$ cat src/hash_ring_successor_map_top_macros.svh
// Assertion macros shared by the ring map RTL.
`ifndef HASH_RING_SUCCESSOR_MAP_TOP_MACROS_SVH
`define HASH_RING_SUCCESSOR_MAP_TOP_MACROS_SVH

// Same-cycle implication, checked outside reset
`define HRSM_ASSERT_NOW(label, clk, rst, ante, cons) \
   label: assert property (@(posedge clk) disable iff (rst) (ante) |-> (cons)) \
      else $error("hrsm assertion failed");

// Next-cycle implication, checked outside reset
`define HRSM_ASSERT_NEXT(label, clk, rst, ante, cons) \
   label: assert property (@(posedge clk) disable iff (rst) (ante) |=> (cons)) \
      else $error("hrsm assertion failed");

`endif

$ cat src/hrsm_pkg.sv
// Shared constants, codes and types of the hash ring successor map.
package hrsm_pkg;

   localparam int CAPACITY = 64;
   localparam int KEY_BITS = 32;
   localparam int ID_BITS  = 16;

   localparam int IDX_W = $clog2(CAPACITY);
   localparam int CNT_W = $clog2(CAPACITY + 1);

   // Fixed field widths of the request and response channels
   localparam int MODE_W   = 2;
   localparam int REQ_KEY_W = 32;
   localparam int REQ_ID_W  = 16;
   localparam int STATUS_W = 2;
   localparam int TOTAL_W  = 7;

   localparam logic [MODE_W-1:0] MODE_LOOKUP = 2'd0;
   localparam logic [MODE_W-1:0] MODE_INSERT = 2'd1;
   localparam logic [MODE_W-1:0] MODE_DELETE = 2'd2;

   localparam logic [STATUS_W-1:0] STAT_OK      = 2'd0;
   localparam logic [STATUS_W-1:0] STAT_EMPTY   = 2'd1;
   localparam logic [STATUS_W-1:0] STAT_FULL    = 2'd2;
   localparam logic [STATUS_W-1:0] STAT_MISSING = 2'd3;

   typedef logic [KEY_BITS-1:0] key_type;
   typedef logic [ID_BITS-1:0]  id_type;
   typedef logic [IDX_W-1:0]    idx_type;
   typedef logic [CNT_W-1:0]    cnt_type;

   // Per-cycle command broadcast to every cell
   typedef struct packed {
      logic cmp;
      logic ins;
      logic del;
   } cell_ctl_type;

endpackage

$ cat src/hrsm_cell.sv
// One ring cell: holds one sorted entry, compares it and shifts with its neighbours.
module hrsm_cell (
   input  logic                  clock,
   input  hrsm_pkg::idx_type     idx,
   input  hrsm_pkg::cnt_type     fill,
   input  hrsm_pkg::cell_ctl_type ctl,
   input  hrsm_pkg::key_type     query_key,
   input  hrsm_pkg::id_type      new_id,
   input  hrsm_pkg::key_type     left_key,
   input  hrsm_pkg::id_type      left_id,
   input  logic                  left_gt,
   input  hrsm_pkg::key_type     right_key,
   input  hrsm_pkg::id_type      right_id,
   output hrsm_pkg::key_type     key,
   output hrsm_pkg::id_type      id,
   output logic                  gt,
   output logic                  ge
);
   import hrsm_pkg::*;

   key_type key_ff, key_in;
   id_type  id_ff, id_in;
   logic    gt_ff, gt_in;
   logic    ge_ff, ge_in;
   logic    occupied;
   logic    at_fill;

   assign occupied = cnt_type'(idx) < fill;
   assign at_fill  = cnt_type'(idx) == fill;

   // Compare against the query, or shift entries for insert and delete
   always_comb begin
      key_in = key_ff;
      id_in  = id_ff;
      gt_in  = gt_ff;
      ge_in  = ge_ff;
      if (ctl.cmp) begin
         gt_in = occupied && (key_ff > query_key);
         ge_in = occupied && (key_ff >= query_key);
      end
      if (ctl.ins) begin
         if (left_gt) begin
            key_in = left_key;
            id_in  = left_id;
         end else if (gt_ff || at_fill) begin
            key_in = query_key;
            id_in  = new_id;
         end
      end
      if (ctl.del && ge_ff) begin
         key_in = right_key;
         id_in  = right_id;
      end
   end

   always_ff @(posedge clock) begin
      key_ff <= key_in;
      id_ff  <= id_in;
      gt_ff  <= gt_in;
      ge_ff  <= ge_in;
   end

   assign key = key_ff;
   assign id  = id_ff;
   assign gt  = gt_ff;
   assign ge  = ge_ff;

endmodule

$ cat config.mk
export PLATFORM = sky130hd
export DESIGN_NAME = hrsm_cell
export DESIGN_NICKNAME = d
export VERILOG_FILES = /design/src/hash_ring_successor_map_top_macros.svh /design/src/hrsm_pkg.sv /design/src/hrsm_cell.sv
export SDC_FILE = /design/constraint.sdc
export NUM_CORES = 1
export LEC_CHECK = 0
export BUFFER_PORTS_ARGS = -buffer_cell sky130_fd_sc_hd__clkbuf_2
export CAP_MARGIN = 5
export CORE_UTILIZATION = 40
export DETAILED_ROUTE_END_ITERATION = 7
export GPL_TIMING_DRIVEN = 0
export PLACE_DENSITY = 0.78
export SLEW_MARGIN = 5
export SYNTH_ARGS = -nofsm -noshare
export SYNTH_HDL_FRONTEND = slang
export SYNTH_SLANG_ARGS = --single-unit
$ cat constraint.sdc
create_clock -name clock -period 2.85 [get_ports clock]
set_clock_uncertainty 0.15 [all_clocks]
set_input_delay 0.57 -clock clock [delete_from_list [all_inputs] [get_ports clock]]
set_output_delay 0.57 -clock clock [all_outputs]
set_load 0.02 [all_outputs]
==> qor.txt, run 1 <==
Outcome -> finished clean
Most frequent cells in the layout -> clkbuf_2 (210), nand2_1 (57), o21ai_0 (50), edfxtp_1 (50), mux2i_1 (48)
Post-Syn Instances -> 352
Skew-Pair Late Insertion Delay -> 300 ps
Buffer count from post-CTS setup fixing -> 0
Syn avg cell area -> 9.935 um^2
Highest routed layer -> met4
Fmax -> 402.7 MHz
Total core area -> 8341 um^2
WL met3 -> 761 um
Initial antenna violation count -> 0
RSZ-0062 raised after global routing -> no
Num CTS Buffers -> 5
Slew HR -> 48.23%
Leak -> 0.002470 uW
CTS tree -> done
Final core occ -> 57.31%
Avg WL per Cell -> 14.37 um
Placement Setup Slack -> -41.43 ps
Post-route minimum period -> 2483 ps
DR iter-0 viols -> 114
Fin nets -> 770
Measured slew at the worst slew-check pin -> 776.6 ps
Antenna diode count -> 0
Metal-1 WL -> 3.874 mm
Die Span X -> 95.50 um
First-pass GRT wire length -> 14.96 mm
Syn Std Cell Area -> 3497 um^2
P&R area growth vs syn -> 36.67%
Worst vdd ir -> 0.0001819 V
WL met2 -> 5.004 mm
Clk root buf -> clkbuf_8
Grt ovf -> 0
H-tree depth -> 2
Vias in the first global route -> 3268
Hold Path Class -> in -> reg
GP Congestion -> 0.7921
Io pins -> 212
Critical path startpoint category -> primary input
Port-buffer cells -> 210
Total power -> 2133 uW
Final Hold Fails -> 0
CP max FO -> 29
Clock Sinks -> 50
Proportion of layout cells with a drive suffix above 1 -> 40.35%
Final ANT Viol Nets -> 0
FP Rows -> 33
Placed cells -> 668
Setup CP Type -> in -> reg
CP required -> 2710 ps
Initial Util -> 41.93%
Cell Pwr Density -> 446.2 nW/um^2
Reg clk slew, reported paths -> 90 ps
Die height -> 95.50 um
Sequential share of the synthesized area -> 42.93%
Count of hold-fix buffers inserted at cts -> 0
Most common cell after layout, fill and taps aside -> clkbuf_2
Synth warnings -> 0
Cts repair resizes -> 0
Total Routing Usage GR -> 21.40%
1st-pass router iterations -> 5
Syn Nets -> 552
Max-Cap Viols -> 0
Drt drc -> 0
Clk buf depth -> 2
Dpl hpwl -> 8.038 mm
Final WL -> 9.702 mm
Final setup violation count -> 0
Post-route setup slack -> 366.8 ps
Fin crit share -> 87.13%
Die ar. -> 9120 um^2
Fin. max-slew vios -> 0
Setup crit end kind -> flop
Yosys cell types -> 33
Total vias in the final route -> 3374
Crit path DAT -> 2340 ps
Largest net degree at the start of global routing -> 30
Finished Layout Cells -> 675
Drt via density -> 4.999
Yosys reg bits -> 50
## cell families after synthesis
kind of cell | synth area share (%)
AO/OA/AOI/OAI | 12.81
flip-flops | 42.93
buffers and inverters | 6.011
AND/OR/NAND/NOR | 10.91
adder cells (fa/ha/maj) | 13.60
multiplexers | 13.74
## path summary, 6_finish.rpt
kind | startpoint | to | slack [ps] | cells after the start
worst max-delay path | ctl[0] | id[4] | 370 | 6
worst min-delay path | ctl[2] | gt | 350 | 1
worst min register to register | key[15] | ge | 810 | 4
worst max register to register | ge | id[4] | 380 | 5
## flip-flops by register name, summed over array words and instances, names as in the netlist
register / cells
key: 32
ge: 1
id: 16
gt: 1
## metal layers
layer	GRT usage (%)	vias up
met4	4.478	0
met1	25.84	1529
met2	38.75	140
li1	-	1698
met3	4.785	7
met5	0	-
## area by class of cell
class,count,area [um^2]
Timing Repair Buffer,211,1071
Clock buffer,5,68.82
Tap cell,105,131.4
Clock inverter,2,10.01
Multi-Input combinational cell,247,1787
Sequential cell,50,1501
Buffer,17,67.56
Inverter,38,142.6
Fill cell,772,3561
## power by group
part	switching, uW	internal (uW)	total [uW]
combinational	438	300	738
clock	235	166	401
sequential	47.0	946	993
## through the flow
step	TNS (ps)	area, um^2	hold WS [ps]
floorplan	0	3497	532.5
global placement	-39440	4679	643.6
detailed placement	-1146	4701	652.3
CTS	0	4780	333.5
global route	0	4780	331.8
finish	0	4780	348.7
## cell usage after synthesis (all sizes together)
cell type / number / share of area [%]
a21o: 4 / 0.89
a21oi: 14 / 2.1
a221o: 1 / 0.29
a221oi: 1 / 0.43
a311oi: 1 / 0.25
a31oi: 1 / 0.18
and2: 1 / 0.18
and4: 1 / 0.25
buf: 4 / 0.54
clkbuf: 13 / 1.4
edfxtp: 50 / 43
ha: 38 / 14
inv: 38 / 4.1
mux2i: 48 / 14
nand2: 57 / 6.1
nand3: 3 / 0.43
nand4: 7 / 1.4
nand4b: 1 / 0.25
nor2: 7 / 0.97
nor2b: 2 / 0.36
nor3: 2 / 0.29
o211ai: 2 / 0.43
o21a: 1 / 0.21
o21ai: 50 / 7.2
o221ai: 1 / 0.25
o31a: 1 / 0.25
o31ai: 1 / 0.36
or4: 2 / 0.64
## worst max-delay path: stages
cell	delay, ps
clkbuf_2	90
and2_1	110
clkbuf_1	280
clkbuf_1	490
a21o_2	500
buf_12	270
Power figures use the tool's default switching activity.
==> inputs of run 2 (changes only) <==
--- a/config.mk
+++ b/config.mk
@@ -11,6 +11,7 @@
 export DETAILED_ROUTE_END_ITERATION = 7
 export GPL_TIMING_DRIVEN = 0
 export PLACE_DENSITY = 0.78
+export SETUP_SLACK_MARGIN = 0.4
 export SLEW_MARGIN = 5
 export SYNTH_ARGS = -nofsm -noshare
 export SYNTH_HDL_FRONTEND = slang
==> qor.txt, run 2 (synthesis gave the netlist of run 1 again) <==
Outcome -> finished clean
Clk root buf -> clkbuf_8
Grt ovf -> 0
Avg WL per Cell -> 14.55 um
Reg clk slew, reported paths -> 90 ps
Die Span X -> 95.50 um
Seq. cell area -> 1501 um^2
Proportion of layout cells with a drive suffix above 1 -> 40.46%
Hold Path Class -> in -> reg
Most common cell after layout, fill and taps aside -> clkbuf_2
Setup total negative slack -> 0 ps
Final Hold Fails -> 0
Final ANT Viol Nets -> 0
Switching Fraction -> 31.55%
Setup slack, reg-to-reg -> 480 ps
Max-Cap Viols -> 0
Fmax -> 422.0 MHz
Largest net degree at the start of global routing -> 49
Final WL -> 9.838 mm
GP Congestion -> 0.7703
Comb power frac -> 31.8%
Last element of the critical path -> gt
Worst Reg2Reg Path Length in Cells -> 6
FP Rows -> 33
Skew-Pair Late Insertion Delay -> 300 ps
Largest register FFs -> 32
Die ar. -> 9120 um^2
Fill cell count -> 756
CP max FO -> 3
Dpl hpwl -> 7.827 mm
RSZ-0062 raised after global routing -> yes
Clk buf depth -> 2
CP required -> 2830 ps
Measured slew at the worst slew-check pin -> 877.4 ps
Drt drc -> 0
NetSw -> 733.0 uW
Multi-input logic area -> 1810 um^2
Sequential power share -> 42.7%
Fin Hold WS -> 346.7 ps
RR Startpoint -> key[14]
Setup CP Type -> reg -> reg
Crit path DAT -> 2350 ps
Clock power share -> 25.5%
Initial Util -> 41.93%
Vias in the first global route -> 3184
Total Routing Usage GR -> 20.93%
Total core area -> 8341 um^2
CTS tree -> done
Io pins -> 212
Setup crit start -> key[14]
Num CTS Buffers -> 5
Cell Pwr Density -> 480.3 nW/um^2
Fin nets -> 770
Antenna diode count -> 0
P&R area growth vs syn -> 38.32%
Initial antenna violation count -> 0
Post-route minimum period -> 2370 ps
End of the worst register-to-register path -> gt
Fin. max-slew vios -> 0
1st-pass router iterations -> 4
Fin crit share -> 83.15%
Final setup violation count -> 0
Drt via density -> 4.978
Buffer count from post-CTS setup fixing -> 0
Most frequent cells in the layout -> clkbuf_2 (210), nand2_1 (57), o21ai_0 (50), edfxtp_1 (50), mux2i_1 (48)
Worst vdd ir -> 0.0002359 V
Critical path startpoint category -> flop
Leak -> 0.002489 uW
Internal -> 1590 uW
DR iter-0 viols -> 97
Slew HR -> 41.50%
Total vias in the final route -> 3365
Clock Sinks -> 50
First-pass GRT wire length -> 14.52 mm
Die height -> 95.50 um
H-tree depth -> 2
Port-buffer cells -> 210
Setup crit end kind -> flop
==> run 2: cell types whose count changed in the layout (fill, tap and decap cells not counted), sizes merged <==
cell / before / now
buf: 5 / 4
a21o: 4 / 5
bufinv: 0 / 2
clkinv: 2 / 1
==> run 2: per-stage QoR <==
stage,cell area (um^2),util [%],worst slack [ps],total power [uW],std cells
after global placement,4681,56.12,-214.6,1719,667
after CTS,4820,57.79,451.1,2340,675
after global routing,4837,58.00,396.9,2461,676
final,4837,58.00,480.1,2323,676
after floorplan,3498,-,507.3,1436,352
after detailed placement,4681,56.12,-233.2,1747,667
==> run 2: layout make-up <==
| class | count | area share (%) |
|---|---|---|
| clock inverters | 3 | 1.319 |
| clock buffers | 5 | 1.423 |
| inverters | 38 | 2.949 |
| plain buffers | 17 | 1.397 |
| repair buffers | 210 | 21.73 |
| flip-flops and latches | 50 | 31.04 |
| well taps | 105 | 2.716 |
| multi-input cells | 248 | 37.43 |
==> run 2: how the worst min path moves through the flow <==
stage,startpoint,endpoint,slack [ps],cells past startpoint
2_1_floorplan,ctl[2],ge,530,0
3_3_place_gp,ctl[2],ge,640,1
3_5_place_dp,ctl[2],ge,650,1
4_1_cts,ctl[2],gt,330,1
5_1_grt,ctl[2],gt,340,1
6_report,ctl[2],gt,350,1
==> run 2: worst max-delay path, stage by stage, from the launching register on <==
cell and delay (ps):
edfxtp_1 420, ha_1 340, nand4_1 170, or4_4 590, a21oi_2 160, o31ai_2 110, a221oi_2 250
==> run 2: what timing repair did <==
action | CTS | global route
hold buffers | 0 | 0
setup endpoints to repair | 48 | 49
resized for setup | 1 | 2
cloned | 0 | 1
==> run 2: power groups by stage <==
stage	clock network, uW	logic, uW	registers (uW)
floorplan	0	308	1130
global placement	0	712	1010
detailed placement	0	734	1010
CTS	605	740	995
global route	634	823	1000
finish	592	739	993
==> run 2: per-layer routing <==
| metal | vias up | GRT usage, % | part of all wire, % |
|---|---|---|---|
| met1 | 1520 | 23.79 | 40 |
| met5 | - | 0 | 0 |
| li1 | 1705 | - | - |
| met2 | 133 | 39.58 | 52 |
| met4 | 0 | 4.602 | 0.80 |
| met3 | 7 | 4.625 | 7.1 |
